File: config.mk
export PLATFORM = sky130hd
export DESIGN_NAME = rom_byte_interleave_scatter_flat
export DESIGN_NICKNAME = d
export VERILOG_FILES = /design/src/design/rbis_pkg.sv /design/src/design/rbis_if.sv /design/src/design/rbis_regs.sv /design/src/design/rbis_front.sv /design/src/design/rbis_fifo.sv /design/src/design/rbis_back.sv /design/src/design/rom_byte_interleave_scatter.sv /design/src/flat_wrapper.sv
export SDC_FILE = /design/constraint.sdc
export NUM_CORES = 1
export LEC_CHECK = 0
export BUFFER_PORTS_ARGS = -buffer_cell sky130_fd_sc_hd__buf_2
export CAP_MARGIN = 0
export CORE_ASPECT_RATIO = 1.5
export CORE_UTILIZATION = 35
export CTS_BUF_LIST = sky130_fd_sc_hd__clkbuf_4
export DETAILED_ROUTE_END_ITERATION = 7
export PLACE_DENSITY = 0.54
export SYNTH_ARGS = -nofsm -noshare
export SYNTH_HDL_FRONTEND = slang
export SYNTH_SLANG_ARGS = --single-unit
export TNS_END_PERCENT = 5
File: constraint.sdc
create_clock -name clk -period 5.9 [get_ports clk]
set_input_delay 0.295 -clock clk [delete_from_list [all_inputs] [get_ports clk]]
set_output_delay 0.295 -clock clk [all_outputs]
set_load 0.1 [all_outputs]
File: src/design/rbis_pkg.sv
`timescale 1ns / 1ps
`default_nettype none
// ----------------------------------------------------------------------------
// rbis_pkg: shared definitions for the ROM byte interleave scatter block
// Register map, configuration bundle, queue entry format and the small
// helpers that clamp the stride and the group size.
// ----------------------------------------------------------------------------
package rbis_pkg;

  localparam int POSITION_BITS_DEF = 24;
  localparam int IDX_W             = 28;
  localparam int OFFSET_W          = 28;
  localparam int ADDR_W            = 5;
  localparam int DATA_W            = 32;

  localparam logic [4:0] MAX_GAP     = 5'd16;
  localparam logic [3:0] MAX_GROUP   = 4'd15;
  localparam logic [7:0] INVERT_MASK = 8'hff;
  localparam logic [3:0] NIBBLE_MASK = 4'hf;

  typedef enum logic [2:0] {
    REG_GAP           = 3'd0,
    REG_GROUP_SIZE    = 3'd1,
    REG_REVERSE_GROUP = 3'd2,
    REG_SWAP_BYTES    = 3'd3,
    REG_INVERT_BITS   = 3'd4,
    REG_NIBBLE_SPLIT  = 3'd5
  } reg_index_t;

  typedef struct packed {
    logic [4:0] gap;
    logic [3:0] group_size;
    logic       reverse_group;
    logic       swap_bytes;
    logic       invert_bits;
    logic       nibble_split;
  } cfg_t;

  typedef enum logic [1:0] {
    MODE_COPY,
    MODE_GROUP,
    MODE_NIBBLE
  } write_mode_t;

  typedef struct packed {
    write_mode_t      mode;
    logic [IDX_W-1:0] idx;
    logic [3:0]       off;
    logic [7:0]       value;
    logic             final_byte;
  } entry_t;

  function automatic logic [4:0] gap_eff(input logic [4:0] gap);
    if (gap > MAX_GAP) return MAX_GAP;
    return gap;
  endfunction

  function automatic logic [3:0] group_eff(input logic [3:0] group_size);
    if (group_size == 4'd0) return 4'd1;
    if (group_size > MAX_GROUP) return MAX_GROUP;
    return group_size;
  endfunction

endpackage
`default_nettype wire

File: src/design/rbis_if.sv
`timescale 1ns / 1ps
`default_nettype none
// ----------------------------------------------------------------------------
// rbis_if: streaming channels of the ROM byte interleave scatter block
// Input channel carries source bytes, output channel carries destination
// writes. Both use a valid/ready handshake.
// ----------------------------------------------------------------------------
interface rbis_in_if;
  logic       valid;
  logic       ready;
  logic [7:0] rom_byte;
  logic       final_byte;

  modport source(output valid, rom_byte, final_byte, input ready);
  modport sink(input valid, rom_byte, final_byte, output ready);
endinterface

interface rbis_out_if import rbis_pkg::*; ();
  logic                valid;
  logic                ready;
  logic [OFFSET_W-1:0] dest_offset;
  logic [7:0]          dest_value;
  logic                last_write;

  modport source(output valid, dest_offset, dest_value, last_write, input ready);
  modport sink(input valid, dest_offset, dest_value, last_write, output ready);
endinterface
`default_nettype wire

File: src/design/rbis_regs.sv
`timescale 1ns / 1ps
`default_nettype none
// ----------------------------------------------------------------------------
// rbis_regs: APB configuration registers
// Six control registers at word addresses; writes complete in the access
// phase and reads return the current register value.
// ----------------------------------------------------------------------------
module rbis_regs import rbis_pkg::*; (
  input  logic              clk,
  input  logic              rst,
  input  logic              psel,
  input  logic              penable,
  input  logic              pwrite,
  input  logic [ADDR_W-1:0] paddr,
  input  logic [DATA_W-1:0] pwdata,
  output logic [DATA_W-1:0] prdata,
  output logic              pready,
  output cfg_t              cfg,
  output logic              group_size_wr
);

  logic       wr_en;
  reg_index_t reg_idx;

  assign pready        = 1'b1;
  assign wr_en         = psel & penable & pwrite;
  assign reg_idx       = reg_index_t'(paddr[ADDR_W-1:2]);
  assign group_size_wr = wr_en && (reg_idx == REG_GROUP_SIZE);

  always_ff @(posedge clk) begin
    if (rst) begin
      cfg.gap           <= 5'd1;
      cfg.group_size    <= 4'd0;
      cfg.reverse_group <= 1'b0;
      cfg.swap_bytes    <= 1'b0;
      cfg.invert_bits   <= 1'b0;
      cfg.nibble_split  <= 1'b0;
    end else if (wr_en) begin
      case (reg_idx)
        REG_GAP:           cfg.gap           <= pwdata[4:0];
        REG_GROUP_SIZE:    cfg.group_size    <= pwdata[3:0];
        REG_REVERSE_GROUP: cfg.reverse_group <= pwdata[0];
        REG_SWAP_BYTES:    cfg.swap_bytes    <= pwdata[0];
        REG_INVERT_BITS:   cfg.invert_bits   <= pwdata[0];
        REG_NIBBLE_SPLIT:  cfg.nibble_split  <= pwdata[0];
        default: begin
        end
      endcase
    end
  end

  always_comb begin
    case (reg_idx)
      REG_GAP:           prdata = DATA_W'(cfg.gap);
      REG_GROUP_SIZE:    prdata = DATA_W'(cfg.group_size);
      REG_REVERSE_GROUP: prdata = DATA_W'(cfg.reverse_group);
      REG_SWAP_BYTES:    prdata = DATA_W'(cfg.swap_bytes);
      REG_INVERT_BITS:   prdata = DATA_W'(cfg.invert_bits);
      REG_NIBBLE_SPLIT:  prdata = DATA_W'(cfg.nibble_split);
      default:           prdata = '0;
    endcase
  end

endmodule
`default_nettype wire

File: src/design/rbis_front.sv
`timescale 1ns / 1ps
`default_nettype none
// ----------------------------------------------------------------------------
// rbis_front: source byte intake and classification
// Tracks the source position with a running quotient and remainder by the
// group size, derives the swapped position's group and offset, and queues
// one entry per accepted byte. A shift-subtract divider rebuilds the
// quotient and remainder after the group size changes.
// ----------------------------------------------------------------------------
module rbis_front import rbis_pkg::*; #(
  parameter int POSITION_BITS = POSITION_BITS_DEF
) (
  input  logic   clk,
  input  logic   rst,
  rbis_in_if.sink byte_in,
  input  cfg_t   cfg,
  input  logic   group_size_wr,
  input  logic   full,
  output logic   push,
  output entry_t push_entry
);

  localparam int CNT_W = $clog2(POSITION_BITS + 1);
  localparam logic [POSITION_BITS-1:0] POS_ONE = POSITION_BITS'(1);

  logic [POSITION_BITS-1:0] pos;
  logic [POSITION_BITS-1:0] quo;
  logic [3:0]               rem;
  logic                     div_busy;
  logic [CNT_W-1:0]         div_cnt;
  logic [POSITION_BITS-1:0] div_dvd;

  logic                     acc;
  logic [3:0]               gs;
  logic [3:0]               gs_m1;
  logic [4:0]               trial;
  logic [4:0]               trial_diff;
  logic                     div_bit;
  logic [3:0]               div_rem_next;
  logic [POSITION_BITS-1:0] s;
  logic [POSITION_BITS-1:0] qs;
  logic [3:0]               ks;
  logic [3:0]               off;

  assign byte_in.ready = !div_busy && !full;
  assign acc           = byte_in.valid && byte_in.ready;
  assign push          = acc;

  assign gs    = group_eff(cfg.group_size);
  assign gs_m1 = gs - 4'd1;

  // One quotient bit per cycle, dividend taken MSB first.
  assign trial        = {rem, div_dvd[POSITION_BITS-1]};
  assign trial_diff   = trial - {1'b0, gs};
  assign div_bit      = trial >= {1'b0, gs};
  assign div_rem_next = div_bit ? trial_diff[3:0] : trial[3:0];

  // The swapped position differs from the tracked one by exactly one, so its
  // group and offset follow from a single step of the remainder.
  always_comb begin
    s  = pos ^ {{(POSITION_BITS-1){1'b0}}, cfg.swap_bytes};
    qs = quo;
    ks = rem;
    if (cfg.swap_bytes) begin
      if (!pos[0]) begin
        if (rem == gs_m1) begin
          qs = quo + POS_ONE;
          ks = 4'd0;
        end else begin
          ks = rem + 4'd1;
        end
      end else begin
        if (rem == 4'd0) begin
          qs = quo - POS_ONE;
          ks = gs_m1;
        end else begin
          ks = rem - 4'd1;
        end
      end
    end
    off = cfg.reverse_group ? (gs_m1 - ks) : ks;
  end

  always_comb begin
    push_entry.value      = byte_in.rom_byte ^ (cfg.invert_bits ? INVERT_MASK : 8'h00);
    push_entry.final_byte = byte_in.final_byte;
    if (cfg.nibble_split) begin
      push_entry.mode = MODE_NIBBLE;
      push_entry.idx  = IDX_W'(s);
      push_entry.off  = 4'd0;
    end else if (gap_eff(cfg.gap) <= 5'd1) begin
      push_entry.mode = MODE_COPY;
      push_entry.idx  = IDX_W'(s);
      push_entry.off  = 4'd0;
    end else begin
      push_entry.mode = MODE_GROUP;
      push_entry.idx  = IDX_W'(qs);
      push_entry.off  = off;
    end
  end

  always_ff @(posedge clk) begin
    if (rst) begin
      pos      <= '0;
      quo      <= '0;
      rem      <= 4'd0;
      div_busy <= 1'b0;
      div_cnt  <= '0;
    end else if (group_size_wr) begin
      div_busy <= 1'b1;
      div_cnt  <= CNT_W'(POSITION_BITS);
      div_dvd  <= pos;
      quo      <= '0;
      rem      <= 4'd0;
    end else if (div_busy) begin
      quo     <= {quo[POSITION_BITS-2:0], div_bit};
      rem     <= div_rem_next;
      div_dvd <= div_dvd << 1;
      div_cnt <= div_cnt - CNT_W'(1);
      if (div_cnt == CNT_W'(1)) begin
        div_busy <= 1'b0;
      end
    end else if (acc) begin
      if (byte_in.final_byte) begin
        pos <= '0;
        quo <= '0;
        rem <= 4'd0;
      end else begin
        pos <= pos + POS_ONE;
        // The position wraps to zero, and the group count with it.
        if (&pos) begin
          quo <= '0;
          rem <= 4'd0;
        end else if (rem == gs_m1) begin
          quo <= quo + POS_ONE;
          rem <= 4'd0;
        end else begin
          rem <= rem + 4'd1;
        end
      end
    end
  end

`ifndef SYNTHESIS
  a_rem_below_group: assert property (@(posedge clk) disable iff (rst)
    !div_busy |-> (rem < gs))
    else $error("running remainder not below the group size");

  a_final_restarts: assert property (@(posedge clk) disable iff (rst)
    (acc && byte_in.final_byte && !group_size_wr) |=> (pos == '0 && quo == '0 && rem == 4'd0))
    else $error("position state not cleared after the final byte");
`endif

endmodule
`default_nettype wire

File: src/design/rbis_fifo.sv
`timescale 1ns / 1ps
`default_nettype none
// ----------------------------------------------------------------------------
// rbis_fifo: two-entry queue between intake and write generation
// Register-based first-in first-out buffer of classified source bytes.
// ----------------------------------------------------------------------------
module rbis_fifo import rbis_pkg::*; (
  input  logic   clk,
  input  logic   rst,
  input  logic   push,
  input  entry_t push_entry,
  input  logic   pop,
  output entry_t head,
  output logic   empty,
  output logic   full
);

  localparam int DEPTH = 2;
  localparam int PTR_W = $clog2(DEPTH);
  localparam int CNT_W = $clog2(DEPTH + 1);

  entry_t           slots [DEPTH];
  logic [PTR_W-1:0] wr_ptr;
  logic [PTR_W-1:0] rd_ptr;
  logic [CNT_W-1:0] count;

  assign head  = slots[rd_ptr];
  assign empty = (count == CNT_W'(0));
  assign full  = (count == CNT_W'(DEPTH));

  always_ff @(posedge clk) begin
    if (push) begin
      slots[wr_ptr] <= push_entry;
    end
  end

  always_ff @(posedge clk) begin
    if (rst) begin
      wr_ptr <= '0;
      rd_ptr <= '0;
      count  <= '0;
    end else begin
      if (push) begin
        wr_ptr <= wr_ptr + PTR_W'(1);
      end
      if (pop) begin
        rd_ptr <= rd_ptr + PTR_W'(1);
      end
      case ({push, pop})
        2'b10:   count <= count + CNT_W'(1);
        2'b01:   count <= count - CNT_W'(1);
        default: count <= count;
      endcase
    end
  end

endmodule
`default_nettype wire

File: src/design/rbis_back.sv
`timescale 1ns / 1ps
`default_nettype none
// ----------------------------------------------------------------------------
// rbis_back: destination write generation
// Turns each queued entry into one write (copy or grouped) or two nibble
// writes, and holds the result in the output register until it is taken.
// ----------------------------------------------------------------------------
module rbis_back import rbis_pkg::*; #(
  parameter int POSITION_BITS = POSITION_BITS_DEF
) (
  input  logic   clk,
  input  logic   rst,
  input  cfg_t   cfg,
  input  entry_t head,
  input  logic   empty,
  output logic   pop,
  rbis_out_if.source write_out
);

  localparam int PROD_W = POSITION_BITS + 5;
  localparam int SUM_W  = (PROD_W + 1 > OFFSET_W) ? PROD_W + 1 : OFFSET_W;

  logic                     phase;
  logic                     load;
  logic [POSITION_BITS-1:0] idx;
  logic [PROD_W-1:0]        prod;
  logic [SUM_W-1:0]         sum;
  logic [3:0]               nib;
  logic [7:0]               val;
  logic                     last;

  assign idx  = head.idx[POSITION_BITS-1:0];
  assign prod = PROD_W'(idx) * PROD_W'(gap_eff(cfg.gap));
  assign load = !empty && (!write_out.valid || write_out.ready);
  assign nib  = (phase ? head.value[7:4] : head.value[3:0]) & NIBBLE_MASK;
  // A nibble entry stays at the head of the queue until its high half is out.
  assign pop  = load && ((head.mode != MODE_NIBBLE) || phase);

  always_comb begin
    case (head.mode)
      MODE_GROUP: begin
        sum  = SUM_W'(prod) + SUM_W'(head.off);
        val  = head.value;
        last = head.final_byte;
      end
      MODE_NIBBLE: begin
        sum  = SUM_W'({idx, 1'b0}) + SUM_W'(phase);
        val  = {4'd0, nib};
        last = head.final_byte & phase;
      end
      default: begin
        sum  = SUM_W'(idx);
        val  = head.value;
        last = head.final_byte;
      end
    endcase
  end

  always_ff @(posedge clk) begin
    if (rst) begin
      write_out.valid <= 1'b0;
      phase           <= 1'b0;
    end else if (load) begin
      write_out.valid       <= 1'b1;
      write_out.dest_offset <= sum[OFFSET_W-1:0];
      write_out.dest_value  <= val;
      write_out.last_write  <= last;
      phase                 <= (head.mode == MODE_NIBBLE) && !phase;
    end else if (write_out.ready) begin
      write_out.valid <= 1'b0;
    end
  end

`ifndef SYNTHESIS
  a_phase_on_nibble: assert property (@(posedge clk) disable iff (rst)
    phase |-> (!empty && head.mode == MODE_NIBBLE))
    else $error("second nibble pending without a nibble entry at the head");

  a_nibble_holds_entry: assert property (@(posedge clk) disable iff (rst)
    (load && head.mode == MODE_NIBBLE && !phase) |=> (phase && !empty))
    else $error("nibble entry left the queue before its high half");
`endif

endmodule
`default_nettype wire

File: src/design/rom_byte_interleave_scatter.sv
`timescale 1ns / 1ps
`default_nettype none
// ----------------------------------------------------------------------------
// rom_byte_interleave_scatter: ROM image byte scatter into interleaved memory
// Accepts source image bytes in order and emits destination writes (offset,
// value) that place them by group, stride, reversal, swap and nibble split.
// ----------------------------------------------------------------------------
// In byte mode the block takes one source byte per clock and gives one write
// per clock while the output takes each write and the divider is idle; in
// nibble mode each byte yields two writes, so the output port sets the pace.
// Intake and write generation are separated by a two-entry queue and the write
// sits in an output register, so either side may stall without blocking the
// other. After a write to group_size the input is held off while a
// one-bit-per-cycle divider rebuilds the current group index and offset of the
// source position.
module rom_byte_interleave_scatter import rbis_pkg::*; #(
  parameter int POSITION_BITS = POSITION_BITS_DEF
) (
  input  logic              clk,
  input  logic              rst,
  rbis_in_if.sink           byte_in,
  rbis_out_if.source        write_out,
  input  logic              psel,
  input  logic              penable,
  input  logic              pwrite,
  input  logic [ADDR_W-1:0] paddr,
  input  logic [DATA_W-1:0] pwdata,
  output logic [DATA_W-1:0] prdata,
  output logic              pready
);

  cfg_t   cfg;
  logic   group_size_wr;
  logic   push;
  logic   pop;
  logic   empty;
  logic   full;
  entry_t push_entry;
  entry_t head;

  rbis_regs u_regs (
    .clk           (clk),
    .rst           (rst),
    .psel          (psel),
    .penable       (penable),
    .pwrite        (pwrite),
    .paddr         (paddr),
    .pwdata        (pwdata),
    .prdata        (prdata),
    .pready        (pready),
    .cfg           (cfg),
    .group_size_wr (group_size_wr)
  );

  rbis_front #(
    .POSITION_BITS (POSITION_BITS)
  ) u_front (
    .clk           (clk),
    .rst           (rst),
    .byte_in       (byte_in),
    .cfg           (cfg),
    .group_size_wr (group_size_wr),
    .full          (full),
    .push          (push),
    .push_entry    (push_entry)
  );

  rbis_fifo u_fifo (
    .clk        (clk),
    .rst        (rst),
    .push       (push),
    .push_entry (push_entry),
    .pop        (pop),
    .head       (head),
    .empty      (empty),
    .full       (full)
  );

  rbis_back #(
    .POSITION_BITS (POSITION_BITS)
  ) u_back (
    .clk       (clk),
    .rst       (rst),
    .cfg       (cfg),
    .head      (head),
    .empty     (empty),
    .pop       (pop),
    .write_out (write_out)
  );

endmodule
`default_nettype wire
File: src/flat_wrapper.sv
// flat-port wrapper written by rule: the top's interface ports become plain ports
module rom_byte_interleave_scatter_flat import rbis_pkg::*;
#(
  parameter int POSITION_BITS = POSITION_BITS_DEF
)
  (clk, rst, psel, penable, pwrite, paddr, pwdata, prdata, pready, byte_in_valid, byte_in_rom_byte, byte_in_final_byte, byte_in_ready, write_out_valid, write_out_dest_offset, write_out_dest_value, write_out_last_write, write_out_ready);
  rbis_in_if byte_in_i ();
  rbis_out_if write_out_i ();
  input  logic clk;
  input  logic rst;
  input  logic psel;
  input  logic penable;
  input  logic pwrite;
  input  logic [ADDR_W-1:0] paddr;
  input  logic [DATA_W-1:0] pwdata;
  output logic [DATA_W-1:0] prdata;
  output logic pready;
  input wire logic [$bits(byte_in_i.valid)-1:0] byte_in_valid;
  input wire logic [$bits(byte_in_i.rom_byte)-1:0] byte_in_rom_byte;
  input wire logic [$bits(byte_in_i.final_byte)-1:0] byte_in_final_byte;
  output wire logic [$bits(byte_in_i.ready)-1:0] byte_in_ready;
  output wire logic [$bits(write_out_i.valid)-1:0] write_out_valid;
  output wire logic [$bits(write_out_i.dest_offset)-1:0] write_out_dest_offset;
  output wire logic [$bits(write_out_i.dest_value)-1:0] write_out_dest_value;
  output wire logic [$bits(write_out_i.last_write)-1:0] write_out_last_write;
  input wire logic [$bits(write_out_i.ready)-1:0] write_out_ready;
  assign byte_in_i.valid = byte_in_valid;
  assign byte_in_i.rom_byte = byte_in_rom_byte;
  assign byte_in_i.final_byte = byte_in_final_byte;
  assign byte_in_ready = byte_in_i.ready;
  assign write_out_valid = write_out_i.valid;
  assign write_out_dest_offset = write_out_i.dest_offset;
  assign write_out_dest_value = write_out_i.dest_value;
  assign write_out_last_write = write_out_i.last_write;
  assign write_out_i.ready = write_out_ready;
  rom_byte_interleave_scatter #(.POSITION_BITS(POSITION_BITS)) u_core (.clk(clk), .rst(rst), .byte_in(byte_in_i), .write_out(write_out_i), .psel(psel), .penable(penable), .pwrite(pwrite), .paddr(paddr), .pwdata(pwdata), .prdata(prdata), .pready(pready));
endmodule
==> results of run 1 <==
==> power groups by stage <==
| stage | registers (W) | clock network [W] | logic [W] |
|---|---|---|---|
| after floorplan | 0.00238 | 0 | 0.00133 |
| after global placement | 0.00196 | 0 | 0.00224 |
| after detailed placement | 0.00197 | 0 | 0.00226 |
| after CTS | 0.00193 | 0.00126 | 0.00228 |
| after global routing | 0.00195 | 0.00131 | 0.00247 |
| final | 0.00193 | 0.00121 | 0.00227 |
==> worst paths after layout <==
path / from / endpoint / slack (ns)
worst max-delay path: flop / u_core.u_back.write_out.dest_offset[24] / 0.51
worst min register to register: u_core.u_back.write_out.valid / u_core.u_back.write_out.valid / 0.49
worst min-delay path: penable / u_core.u_regs.cfg[1] / 0.08
worst max register to register: flop / u_core.u_back.write_out.dest_offset[24] / 0.51
==> cells by family after synthesis <==
logic type	Yosys count	synth area share, %
adders and majority gates	145	15.02
other	2	0.04804
muxes	58	4.114
and+or+nand+nor	647	19.15
AOI/OAI and AO/OA	285	12.13
buffers and inverters	279	7.484
DFF	217	36.69
xor gates and xnor gates	94	5.363
==> timing repair <==
| item | CTS | global route |
|---|---|---|
| gates resized for setup | 0 | 0 |
| hold buffers | 19 | 0 |
| endpoints found under the hold margin | 32 | 0 |
| buffers inserted | 0 | 0 |
==> stage by stage <==
stage | std cells | power [W] | util, %
6_report | 2422 | 0.005402 | 39.41
5_1_grt | 2422 | 0.005732 | 39.41
4_1_cts | 2421 | 0.005473 | 39.41
3_5_place_dp | 2309 | 0.004224 | 37.52
3_3_place_gp | 2309 | 0.004200 | 37.52
2_1_floorplan | 1753 | 0.003715 | -
==> cells in the mapped netlist (all sizes together) (16+ instances only) <==
master | n | area, um^2
a21o | 24 | 180.2
a21oi | 62 | 310.3
buf | 47 | 299.0
clkbuf | 79 | 296.5
dfxtp | 78 | 1562
edfxtp | 139 | 4174
fa | 71 | 1421
ha | 74 | 925.9
inv | 152 | 570.5
mux2i | 44 | 440.4
nand2 | 209 | 787.0
nand2b | 16 | 100.1
nand3 | 38 | 195.2
nand4 | 18 | 112.6
nor2 | 213 | 804.5
nor2b | 28 | 175.2
nor3 | 38 | 206.5
o21ai | 81 | 405.4
xnor2 | 34 | 297.8
xor2 | 59 | 516.8
==> sequential cells by signal (all words and copies together) (netlist names), 5 cells and up, named ones only <==
| signal | count |
|---|---|
| u_core.u_back.write_out.dest_value | 8 |
| u_core.u_regs.cfg | 13 |
| u_core.u_back.write_out.dest_offset | 28 |
| u_core.u_front.div_cnt | 5 |
| u_core.u_front.pos | 24 |
| u_core.u_front.div_dvd | 24 |
| u_core.u_front.quo | 24 |
| u_core.u_fifo.slots | 78 |
==> worst min-delay path, stage by stage <==
cell and delay (ns):
sky130_fd_sc_hd__buf_2 0.11, sky130_fd_sc_hd__nand4b_1 0.17, sky130_fd_sc_hd__nor2_1 0.06, sky130_fd_sc_hd__nand2_1 0.06, sky130_fd_sc_hd__a21oi_1 0.05
==> cell usage in the layout (no fill, tap or decap), types with 24 or more instances in the layout <==
| cell type | instances |
|---|---|
| sky130_fd_sc_hd__nand2_1 | 208 |
| sky130_fd_sc_hd__nor2_1 | 207 |
| sky130_fd_sc_hd__inv_1 | 151 |
| sky130_fd_sc_hd__edfxtp_1 | 139 |
| sky130_fd_sc_hd__dfxtp_1 | 77 |
| sky130_fd_sc_hd__ha_1 | 74 |
| sky130_fd_sc_hd__clkbuf_4 | 74 |
| sky130_fd_sc_hd__fa_1 | 71 |
| sky130_fd_sc_hd__buf_2 | 67 |
| sky130_fd_sc_hd__a21oi_1 | 62 |
| sky130_fd_sc_hd__xor2_1 | 59 |
| sky130_fd_sc_hd__o21ai_0 | 57 |
| sky130_fd_sc_hd__mux2i_1 | 44 |
| sky130_fd_sc_hd__buf_4 | 39 |
| sky130_fd_sc_hd__nand3_1 | 37 |
| sky130_fd_sc_hd__nor3_1 | 36 |
| sky130_fd_sc_hd__xnor2_1 | 34 |
| sky130_fd_sc_hd__nor2b_1 | 28 |
| sky130_fd_sc_hd__conb_1 | 28 |
| sky130_fd_sc_hd__o21ai_1 | 24 |
| sky130_fd_sc_hd__a21o_1 | 24 |
==> layer usage <==
| metal | wire length [um] | global-route usage, % | up-vias |
|---|---|---|---|
| met1 | 14770 | 17.41 | 5943 |
| met5 | 17 | 0 | - |
| met3 | 1326 | 2.156 | 118 |
| met4 | 2070 | 10.07 | 2 |
| li1 | - | - | 6054 |
| met2 | 21250 | 33.49 | 294 |
==> final cells by class <==
type / count / area (um^2) / share of cell area, %
antenna: 1 / 2.502 / 0.01443
clock buffer: 74 / 555.5 / 3.204
clock inverter: 19 / 83.83 / 0.4835
inverter: 153 / 574.3 / 3.313
multi-input combinational: 1257 / 8845 / 51.02
sequential: 217 / 5737 / 33.09
tap: 576 / 720.7 / 4.157
timing repair buffer: 125 / 818.3 / 4.720
==> tab_implementation.tex, run 1 <==
\begin{tabular}{lr}
\hline
Metric & Value \\
\hline
\multicolumn{2}{l}{\textbf{Cells and area}} \\
Fraction of final layout cells sized beyond drive strength 1 & 12.30\% \\
Final-stage net count & 2,003 \\
P\&R area growth vs syn & 10.91\% \\
Design area & 0.01734 mm\^{}2 \\
Layout filler cell count & 4,425 \\
\multicolumn{2}{l}{\textbf{Power and ir drop}} \\
Worst supply voltage drop on vdd & 0.1113 mV \\
Internal power consumption & 0.003111 W \\
Clk pwr share & 22.3\% \\
Static leakage & 7.074 nW \\
Sequential group share of total power & 35.7\% \\
Switch share & 42.41\% \\
Portion of total power attributed to combinational logic & 42.0\% \\
Power per cell area & 311.6 mW/mm\^{}2 \\
Psw & 0.002291 W \\
\multicolumn{2}{l}{\textbf{Global route}} \\
Wire length of the first global-routing pass & 62,660 um \\
Initial antenna violation count & 2 \\
Global route total overflow & 0 \\
Number of global-route vias before repair & 12.36k \\
Maximum number of pins on one net before global-route repair & 51 \\
Overall routing resource usage & 17.22\% \\
\multicolumn{2}{l}{\textbf{Timing}} \\
Hold Worst Slack & 0.07568 ns \\
Transition at the pin with the smallest max-transition slack & 1.034 ns \\
Min cycle time layout & 5.389 ns \\
Setup repair after global routing missed its margin & no \\
Max-Slew Margin vs Limit & 30.93\% \\
Accumulated negative setup slack & 0 ns \\
Slew Limit Fails & 0 \\
PnR worst setup slack & 0.5109 ns \\
Setup violations, final & 0 \\
Worst clock skew & 0.04330 ns \\
Highest achievable clock rate & 185.6 MHz \\
Post-route fraction of the period consumed by the critical path & 91.34\% \\
Number of hold-slack violations in the final timing report & 0 \\
\multicolumn{2}{l}{\textbf{Route}} \\
Routed wire length & 39,440 um \\
Detailed Routing Iterations Pass 1 & 6 \\
Average wire per cell in the routed design & 16.28 um \\
Post-detailed-route DRC marker count & 0 \\
Via count & 12.41k \\
Iter 0 DRT Violations & 684 \\
Number of vias per cell & 5.124 \\
Antenna violation net count after detailed routing & 0 \\
\multicolumn{2}{l}{\textbf{Synthesis}} \\
Yosys warning count & 0 \\
Gate count after technology mapping & 1,727 \\
Count of cell types in the netlist & 79 \\
Post-synthesis sequential area ratio & 36.69\% \\
Number of enable-type register cells in the synthesized netlist & 139 \\
Count of state elements after synthesis & 217 \\
Most used flip-flop cell after synthesis & sky130\_fd\_sc\_hd\_\_edfxtp\_1 \\
Mapped cell area & 0.01563 mm\^{}2 \\
Share of synthesized flip-flops with an asynchronous set or reset & 0\% \\
Average cell area after synthesis & 9.051 um\^{}2 \\
\multicolumn{2}{l}{\textbf{Floorplanning}} \\
Total Die Area & 0.04553 mm\^{}2 \\
Core Region & 0.04399 mm\^{}2 \\
Initial standard-cell utilization of the core & 35.54\% \\
Die outline width & 174.6 um \\
Rows & 94 \\
Overall die height & 260.8 um \\
I/O pins & 125 \\
\multicolumn{2}{l}{\textbf{Setup path}} \\
CP max stage cell & sky130\_fd\_sc\_hd\_\_dfxtp\_2 \\
Cell class contributing the biggest share of worst-path delay & adder cells \\
Required arrival time at the worst endpoint & 6.32 ns \\
Crit path kind & flop to flop \\
Highest net fanout along the worst path & 15 \\
Longest individual stage delay on the worst path & 0.59 ns \\
Critical path, cell by cell & buf\_4, mux2\_2, and2\_1, fa\_1, fa\_1, inv\_1, fa\_1, inv\_1, ha\_1, a21oi\_1, a21oi\_1, o21ai\_0, a21oi\_1, a221oi\_1, xor2\_1, o22ai\_1 \\
CP startpoint kind & flop \\
Critical path buffers and inverters & 3 \\
Worst path arrival time & 5.81 ns \\
Nature of the critical path endpoint & flop \\
R2R cell count & 16 \\
Total number of cells along the worst setup path & 16 \\
\multicolumn{2}{l}{\textbf{CTS}} \\
CTS buffer count & 51 \\
Bufs on Longest Clock Path & 3 \\
Clock sink total & 217 \\
Clock insertion delay at the later pin of the skew report & 0.73 ns \\
Root buffer cell & sky130\_fd\_sc\_hd\_\_clkbuf\_4 \\
CTS tree & done \\
Clock-pin transition on the worst setup and hold timing paths & 0.07 ns \\
H-tree depth & 2 \\
\multicolumn{2}{l}{\textbf{Hold path}} \\
Worst hold stages & 5 \\
Type of the tightest min-delay check & primary input to flop \\
\multicolumn{2}{l}{\textbf{Placed design}} \\
Dpl cell area & 0.01650 mm\^{}2 \\
Port buffer count & 67 \\
Final weighted congestion in routability-driven placement & 0.9123 \\
HPWL Detailed & 30,150 um \\
Place WS & 0.5856 ns \\
\multicolumn{2}{l}{\textbf{Job}} \\
Number of max-capacitance violations reported & 0 \\
\multicolumn{2}{l}{\textbf{Status}} \\
Outcome & finished clean \\
\hline
\end{tabular}
Power figures use the tool's default switching activity.
==> run 2, diff against run 1 <==
--- a/config.mk
+++ b/config.mk
@@ -13,3 +13,3 @@
 export DETAILED_ROUTE_END_ITERATION = 7
-export PLACE_DENSITY = 0.54
+export PLACE_DENSITY = 0.55
 export SYNTH_ARGS = -nofsm -noshare
==> constraint.sdc (replaced) <==
create_clock -name clk -period 5.9 [get_ports clk]
set_input_delay 0.59 -clock clk [delete_from_list [all_inputs] [get_ports clk]]
set_output_delay 0.59 -clock clk [all_outputs]
set_load 0.1 [all_outputs]
==> run 2 against run 1 <==
  * Routed wire length is 0.54% lower
  * Hold slack better by 0.026 ns
  * Count of clock-buffer cells in the layout is 13 higher
  * Non-clock buffer count is 18 lower
  * Die area stayed put
  * Power is 3.0% higher
  * Via count is 0.63% lower
  * Largest cell class unchanged
  * Clock power is 13% higher
  * Final cell count is 0.54% lower
  * Final area is 0.38% lower
==> tab_implementation.tex, run 2 (synthesis gave the netlist of run 1 again) <==
\begin{tabular}{lr}
\hline
Metric & Value \\
\hline
\multicolumn{2}{l}{\textbf{Floorplanning}} \\
Rows & 94 (unchanged) \\
I/O pins & 125 (unchanged) \\
Die outline width & 174.6 um (unchanged) \\
Core Region & 0.04399 mm\^{}2 (unchanged) \\
Total Die Area & 0.04553 mm\^{}2 (unchanged) \\
Overall die height & 260.8 um (unchanged) \\
Initial standard-cell utilization of the core & 35.54\% (unchanged) \\
\multicolumn{2}{l}{\textbf{Timing}} \\
Number of hold-slack violations in the final timing report & 0 (unchanged) \\
Accumulated negative setup slack & 0 ns (unchanged) \\
Min cycle time layout & 5.316 ns (-0.07295 ns) \\
Transition at the pin with the smallest max-transition slack & 1.020 ns (-0.01334 ns) \\
Highest achievable clock rate & 188.1 MHz (+1.4\%) \\
Max-Slew Margin vs Limit & 31.82\% (+0.89 points) \\
Slew Limit Fails & 0 (unchanged) \\
Setup repair after global routing missed its margin & no \\
Setup violations, final & 0 (unchanged) \\
Post-route fraction of the period consumed by the critical path & 90.10\% (-1.2 points) \\
Worst clock skew & 0.04803 ns (+0.004728 ns) \\
\multicolumn{2}{l}{\textbf{Setup path}} \\
CP startpoint kind & flop \\
R2R cell count & 16 (unchanged) \\
Highest net fanout along the worst path & 13 (-2) \\
Total number of cells along the worst setup path & 16 (unchanged) \\
Nature of the critical path endpoint & flop \\
CP max stage cell & sky130\_fd\_sc\_hd\_\_mux2i\_1 \\
Longest individual stage delay on the worst path & 0.57 ns (-0.02 ns) \\
Critical path, cell by cell & mux2i\_1, nor2\_1, fa\_1, fa\_1, inv\_1, fa\_1, inv\_1, ha\_1, o21a\_1, nor2\_1, nor2\_1, a221oi\_1, a21oi\_1, a221oi\_1, xor2\_1, o22ai\_1 \\
Required arrival time at the worst endpoint & 6.32 ns (about the same) \\
Setup slack of the worst register-to-register path & 0.58 ns (+0.07 ns) \\
Capture point of the critical path & u\_core.u\_back.write\_out.dest\_offset[24] \\
Cell class contributing the biggest share of worst-path delay & adder cells \\
Critical path buffers and inverters & 2 (-1) \\
Endpoint of the lowest-slack register-to-register path & u\_core.u\_back.write\_out.dest\_offset[24] \\
Worst path arrival time & 5.74 ns (-0.07 ns) \\
Crit path kind & flop to flop \\
\multicolumn{2}{l}{\textbf{Route}} \\
Iter 0 DRT Violations & 661 (-3.4\%) \\
Detailed Routing Iterations Pass 1 & 5 (-1) \\
Routed wire length & 39,220 um (-0.54\%) \\
Antenna violation net count after detailed routing & 0 (unchanged) \\
Average wire per cell in the routed design & 16.28 um (about the same) \\
Number of vias per cell & 5.120 (about the same) \\
Post-detailed-route DRC marker count & 0 (unchanged) \\
Via count & 12.33k (-0.63\%) \\
\multicolumn{2}{l}{\textbf{Cells and area}} \\
Reg with most FFs & u\_core.u\_fifo.slots \\
Most common cell after layout, fill and taps aside & sky130\_fd\_sc\_hd\_\_nand2\_1 \\
Biggest regs & u\_core.u\_fifo.slots x78, u\_core.u\_back.write\_out.dest\_offset x28 \\
Final-stage net count & 1,987 (-0.80\%) \\
Commonest non-fill, non-tap cells in the layout & sky130\_fd\_sc\_hd\_\_nand2\_1, sky130\_fd\_sc\_hd\_\_nor2\_1, sky130\_fd\_sc\_hd\_\_inv\_1, sky130\_fd\_sc\_hd\_\_edfxtp\_1, sky130\_fd\_sc\_hd\_\_clkbuf\_4 \\
Design area & 0.01727 mm\^{}2 (-0.38\%) \\
P\&R area growth vs syn & 10.49\% \\
Largest register FFs & 78 (unchanged) \\
Fraction of final layout cells sized beyond drive strength 1 & 13.10\% (+0.80 points) \\
\multicolumn{2}{l}{\textbf{Global route}} \\
Fraction of met2 tracks used by global routing & 33.47\% (about the same) \\
Maximum number of pins on one net before global-route repair & 51 (unchanged) \\
Met3 Use GR & 2.127\% (-0.029 points) \\
Overall routing resource usage & 17.39\% (+0.17 points) \\
Layer with the highest usage & met2 \\
Wire length of the first global-routing pass & 63,000 um (+0.55\%) \\
Initial antenna violation count & 1 (-1) \\
Number of global-route vias before repair & 12.29k (-0.57\%) \\
Met1 global-route usage & 17.63\% (+0.21 points) \\
Global route total overflow & 0 (unchanged) \\
\multicolumn{2}{l}{\textbf{Power and ir drop}} \\
Worst supply voltage drop on vdd & 0.1488 mV (+34\%) \\
Psw & 0.002284 W (-0.29\%) \\
Clk pwr share & 24.6\% (+2.3 points) \\
Sequential group share of total power & 34.6\% (-1.1 points) \\
Static leakage & 7.072 nW (about the same) \\
Internal power consumption & 0.003279 W (+5.4\%) \\
Switch share & 41.06\% (-1.4 points) \\
Power per cell area & 322.1 mW/mm\^{}2 (+3.4\%) \\
Portion of total power attributed to combinational logic & 40.8\% (-1.2 points) \\
\multicolumn{2}{l}{\textbf{Status}} \\
Outcome & finished clean \\
\multicolumn{2}{l}{\textbf{Hold path}} \\
Hold path startpoint & pwdata[4] \\
Type of the tightest min-delay check & primary input to flop \\
\multicolumn{2}{l}{\textbf{CTS}} \\
CTS buffer count & 53 (+3.9\%) \\
Number of instances resized during post-cts repair & 0 (unchanged) \\
Bufs on Longest Clock Path & 3 (unchanged) \\
CTS hold repair buffers & 0 (-19) \\
Clock sink total & 217 (unchanged) \\
Root buffer cell & sky130\_fd\_sc\_hd\_\_clkbuf\_4 \\
Number of buffers inserted to repair setup after CTS & 0 (unchanged) \\
Clock insertion delay at the later pin of the skew report & 0.72 ns (about the same) \\
CTS tree & done \\
Clock-pin transition on the worst setup and hold timing paths & 0.08 ns (about the same) \\
H-tree depth & 2 (unchanged) \\
\multicolumn{2}{l}{\textbf{Placed design}} \\
Final weighted congestion in routability-driven placement & 0.9458 (+3.7\%) \\
Port buffer count & 67 (unchanged) \\
HPWL Detailed & 30,210 um (+0.19\%) \\
Dpl cell area & 0.01651 mm\^{}2 (about the same) \\
\multicolumn{2}{l}{\textbf{Job}} \\
Number of max-capacitance violations reported & 0 (unchanged) \\
\hline
\end{tabular}
-- run 2: metal layers --
metal  vias up  part of all wire (%)
met3       122                   3.4
met4         0                   5.6
met5         -                     0
li1       6017                     -
met2       291                    54
met1      5903                    37
-- run 2: how the worst min path moves through the flow --
stage | to | slack (ns) | cells past startpoint
after floorplan | u_core.u_fifo.slots[0][42] | 0.46 | 0
after global placement | u_core.u_back.write_out.valid | 0.48 | 2
after global routing | u_core.u_regs.cfg[12] | 0.07 | 3
after detailed placement | u_core.u_front.div_cnt[1] | 0.49 | 2
after CTS | u_core.u_regs.cfg[12] | 0.02 | 3
final | u_core.u_regs.cfg[12] | 0.10 | 3
-- run 2: worst register-to-register path, cell delays in order (launching register included) --
cell                       delay (ns)
sky130_fd_sc_hd__dfxtp_2         0.54
sky130_fd_sc_hd__mux2i_1         0.58
sky130_fd_sc_hd__nor2_1          0.12
sky130_fd_sc_hd__fa_1            0.51
sky130_fd_sc_hd__fa_1            0.54
sky130_fd_sc_hd__inv_1           0.05
sky130_fd_sc_hd__fa_1            0.52
sky130_fd_sc_hd__inv_1           0.04
sky130_fd_sc_hd__ha_1            0.38
sky130_fd_sc_hd__o21a_1          0.22
sky130_fd_sc_hd__nor2_1          0.13
sky130_fd_sc_hd__nor2_1          0.06
sky130_fd_sc_hd__a221oi_1        0.41
sky130_fd_sc_hd__a21oi_1         0.25
sky130_fd_sc_hd__a221oi_1        0.41
sky130_fd_sc_hd__xor2_1          0.18
sky130_fd_sc_hd__o22ai_1         0.09
-- run 2: metrics by stage --
step | hold WS (ns) | total power, W | setup WS, ns | utilization, % | instances
after detailed placement | 0.4873 | 0.004234 | 0.6445 | 37.54 | 2310
final | 0.1012 | 0.005563 | 0.5839 | 39.26 | 2409
after global placement | 0.4796 | 0.004205 | 0.6581 | 37.54 | 2310
after floorplan | 0.4552 | 0.003715 | 0.5298 | - | 1753
after global routing | 0.06561 | 0.005910 | 0.3513 | 39.26 | 2409
after CTS | 0.01834 | 0.005643 | 0.6158 | 39.26 | 2408
-- run 2: final cells by class --
| type | count | area (um^2) |
|---|---|---|
| clock buffer | 87 | 653.1 |
| sequential | 217 | 5737 |
| fill | 4504 | 26720 |
| inverter | 153 | 574.3 |
| antenna | 1 | 2.502 |
| timing repair buffer | 107 | 635.6 |
| clock inverter | 11 | 102.6 |
| tap | 576 | 720.7 |
| multi-input combinational | 1257 | 8845 |
-- run 2: power groups by stage --
stage          Combinational, W  Clock (W)  Sequential (W)
3_5_place_dp            0.00227          0         0.00196
2_1_floorplan           0.00133          0         0.00238
6_report                0.00227    0.00137         0.00193
5_1_grt                 0.00247    0.00150         0.00195
4_1_cts                 0.00228    0.00143         0.00193
3_3_place_gp            0.00225          0         0.00196
==> run 3, diff against run 2 <==
HOLD_SLACK_MARGIN = 0.15   (was not set)
PLACE_DENSITY = 0.57   (was 0.55)
clock period = 4.62 ns   (was 5.9 ns; I/O delays follow)
==> run 3 against run 2 <==
  * The run now ends with setup timing left
  * Worst setup slack worse by 0.64 ns
  * Final cell count up 5.4%
  * Critical endpoint is now u_core.u_back.write_out.dest_offset[11]
  * First-iteration DRC count down 15%
  * Fmax up 14%
  * Largest power group unchanged
  * Final area up 9.3%
  * Clock skew up 0.0013 ns
  * Die area unchanged
  * Register-to-register slack worse by 0.64 ns
  * Non-clock buffer count up 126
==> tab_implementation.tex, run 3 (synthesis gave the netlist of run 1 again) <==
\begin{tabular}{lr}
\hline
Metric & Value \\
\hline
\multicolumn{2}{l}{\textbf{Placed design}} \\
Place WS & -0.2637 ns (-0.9082 ns) \\
Final weighted congestion in routability-driven placement & 0.9353 (-1.1\%) \\
Port buffer count & 67 (unchanged) \\
HPWL Detailed & 31,400 um (+3.9\%) \\
Placed cell count & 2,392 (+3.5\%) \\
\multicolumn{2}{l}{\textbf{Timing}} \\
Max-Slew Margin vs Limit & 29.68\% (-2.1 points) \\
Slew Limit Fails & 0 (unchanged) \\
Setup violations, final & 3 (+3) \\
PnR worst setup slack & -0.05783 ns (-0.6417 ns) \\
Number of hold-slack violations in the final timing report & 0 (unchanged) \\
Worst clock skew & 0.04933 ns (+0.001300 ns) \\
Accumulated negative setup slack & -0.09118 ns (-0.09118 ns) \\
Min cycle time layout & 4.678 ns (-0.6383 ns) \\
Transition at the pin with the smallest max-transition slack & 1.052 ns (+0.03216 ns) \\
Post-route fraction of the period consumed by the critical path & 101.3\% (+11 points) \\
Highest achievable clock rate & 213.8 MHz (+14\%) \\
Setup repair after global routing missed its margin & yes \\
\multicolumn{2}{l}{\textbf{Setup path}} \\
CP max stage cell & sky130\_fd\_sc\_hd\_\_fa\_1 \\
Highest net fanout along the worst path & 5 (-8) \\
CP startpoint kind & flop \\
Nature of the critical path endpoint & flop \\
Required arrival time at the worst endpoint & 5.09 ns (-1.23 ns) \\
Crit path kind & flop to flop \\
Critical path, cell by cell & buf\_6, mux2\_4, and2\_4, fa\_1, fa\_1, inv\_1, fa\_1, inv\_2, ha\_4, a21oi\_4, buf\_4, and2\_4, nand2\_1, a211o\_1, a21o\_1, a21oi\_2, xnor2\_1, a221o\_1 \\
Critical Path Most Common Cell & sky130\_fd\_sc\_hd\_\_fa\_1 \\
Worst path arrival time & 5.15 ns (-0.59 ns) \\
Longest individual stage delay on the worst path & 0.54 ns (-0.03 ns) \\
\multicolumn{2}{l}{\textbf{CTS}} \\
Clock sink total & 217 (unchanged) \\
Clock-pin transition on the worst setup and hold timing paths & 0.06 ns (-0.02 ns) \\
Bufs on Longest Clock Path & 3 (unchanged) \\
H-tree depth & 2 (unchanged) \\
Root buffer cell & sky130\_fd\_sc\_hd\_\_clkbuf\_4 \\
Clock insertion delay at the later pin of the skew report & 0.74 ns (+0.02 ns) \\
CTS buffer count & 54 (+1.9\%) \\
CTS tree & done \\
\multicolumn{2}{l}{\textbf{Floorplanning}} \\
Rows & 94 (unchanged) \\
Initial standard-cell utilization of the core & 35.54\% (unchanged) \\
I/O pins & 125 (unchanged) \\
Total Die Area & 0.04553 mm\^{}2 (unchanged) \\
Core Region & 0.04399 mm\^{}2 (unchanged) \\
Overall die height & 260.8 um (unchanged) \\
Die outline width & 174.6 um (unchanged) \\
\multicolumn{2}{l}{\textbf{Route}} \\
Detailed Routing Iterations Pass 1 & 5 (unchanged) \\
Iter 0 DRT Violations & 565 (-15\%) \\
Post-detailed-route DRC marker count & 0 (unchanged) \\
Routed wire length & 41,020 um (+4.6\%) \\
Antenna violation net count after detailed routing & 0 (unchanged) \\
Number of vias per cell & 5.083 (-0.71\%) \\
Average wire per cell in the routed design & 16.16 um (-0.77\%) \\
Via count & 12.91k (+4.6\%) \\
\multicolumn{2}{l}{\textbf{Global route}} \\
Wire length of the first global-routing pass & 67,160 um (+6.6\%) \\
Maximum number of pins on one net before global-route repair & 51 (unchanged) \\
Initial antenna violation count & 1 (unchanged) \\
Number of global-route vias before repair & 13.40k (+9.0\%) \\
Overall routing resource usage & 18.38\% (+1.0 points) \\
Global route total overflow & 0 (unchanged) \\
\multicolumn{2}{l}{\textbf{Cells and area}} \\
P\&R area growth vs syn & 20.76\% \\
Commonest non-fill, non-tap cells in the layout & sky130\_fd\_sc\_hd\_\_nand2\_1, sky130\_fd\_sc\_hd\_\_nor2\_1, sky130\_fd\_sc\_hd\_\_inv\_1, sky130\_fd\_sc\_hd\_\_edfxtp\_1, sky130\_fd\_sc\_hd\_\_buf\_4 \\
Reg with most FFs & u\_core.u\_fifo.slots \\
Layout filler cell count & 4,277 (-5.0\%) \\
Biggest regs & u\_core.u\_fifo.slots x78, u\_core.u\_back.write\_out.dest\_offset x28 \\
Fraction of final layout cells sized beyond drive strength 1 & 21.88\% (+8.8 points) \\
Largest register FFs & 78 (unchanged) \\
Most common cell after layout, fill and taps aside & sky130\_fd\_sc\_hd\_\_nand2\_1 \\
Final-stage net count & 2,114 (+6.4\%) \\
Count of non-filler cells in the finished layout & 2,539 (+5.4\%) \\
End-of-flow core utilization & 42.91\% (+3.7 points) \\
\multicolumn{2}{l}{\textbf{Job}} \\
Number of max-capacitance violations reported & 0 (unchanged) \\
\multicolumn{2}{l}{\textbf{Power and ir drop}} \\
Total design power & 0.007644 W (+37\%) \\
Power per cell area & 405.0 mW/mm\^{}2 (+26\%) \\
Worst supply voltage drop on vdd & 0.1524 mV (+2.4\%) \\
Static leakage & 7.744 nW (+9.5\%) \\
\multicolumn{2}{l}{\textbf{Hold path}} \\
Type of the tightest min-delay check & primary input to flop \\
\multicolumn{2}{l}{\textbf{Status}} \\
Outcome & complete, but fails checks \\
Failing checks & setup timing \\
\hline
\end{tabular}
==> run 3: routing by layer <==
layer | GRT usage (%) | routed length [um]
met3 | 2.200 | 1327
met4 | 10.94 | 2304
met5 | 0 | 0
met1 | 18.40 | 15190
met2 | 35.97 | 22200
==> run 3: layout make-up <==
| cell class | count | area [um^2] | share of cell area [%] |
|---|---|---|---|
| Antenna cell | 2 | 5.005 | 0.02651 |
| Clock buffer | 76 | 570.5 | 3.022 |
| Clock inverter | 25 | 125.1 | 0.6628 |
| Inverter | 153 | 574.3 | 3.042 |
| Multi-Input combinational cell | 1257 | 9394 | 49.76 |
| Sequential cell | 217 | 5741 | 30.41 |
| Tap cell | 576 | 720.7 | 3.818 |
| Timing Repair Buffer | 233 | 1747 | 9.253 |
==> run 3: what timing repair did <==
item                                    CTS  global route
resized for setup                        58            53
endpoints found under the hold margin    32             0
endpoints found under the setup margin   15            18
gates cloned                              1             0
hold buffers                             17             0
setup buffers                            20             8
pin swaps                                44            48
==> run 3: per-stage QoR <==
| step | hold WS, ns | area, um^2 |
|---|---|---|
| 6_report | 0.2155 | 18880 |
| 5_1_grt | 0.2011 | 18870 |
| 4_1_cts | 0.1575 | 18630 |
| 3_5_place_dp | 0.4936 | 17300 |
| 3_3_place_gp | 0.4795 | 17300 |
| 2_1_floorplan | 0.4552 | 15900 |
==> run 3: report_power, final <==
part           switching [W]  leakage (nW)  internal, W
clock network       0.000825         0.416     0.000819
registers           0.000105          1.94      0.00237
logic                0.00222          5.38      0.00131
==> run 3: path summary, 6_finish.rpt <==
path                                                 from                                 endpoint  slack, ns  cells after the start
worst max-delay path                                 flop  u_core.u_back.write_out.dest_offset[11]      -0.06                     18
worst min-delay path                              penable                     u_core.u_regs.cfg[1]       0.22                      5
worst max register to register                       flop  u_core.u_back.write_out.dest_offset[11]      -0.06                     18
worst min register to register  u_core.u_front.div_dvd[6]                u_core.u_front.div_dvd[7]       0.48                      2
==> run 3: critical path: cells and delay by family (launching register included) <==
| family | cells | cell delay [ns] |
|---|---|---|
| AO/OA/AOI/OAI | 5 | 1.11 |
| XOR/XNOR | 1 | 0.10 |
| adder cells (fa/ha/maj) | 4 | 1.72 |
| buffers and inverters | 4 | 0.37 |
| flip-flops | 1 | 0.42 |
| multiplexers | 1 | 0.31 |
| AND/OR/NAND/NOR | 3 | 0.40 |
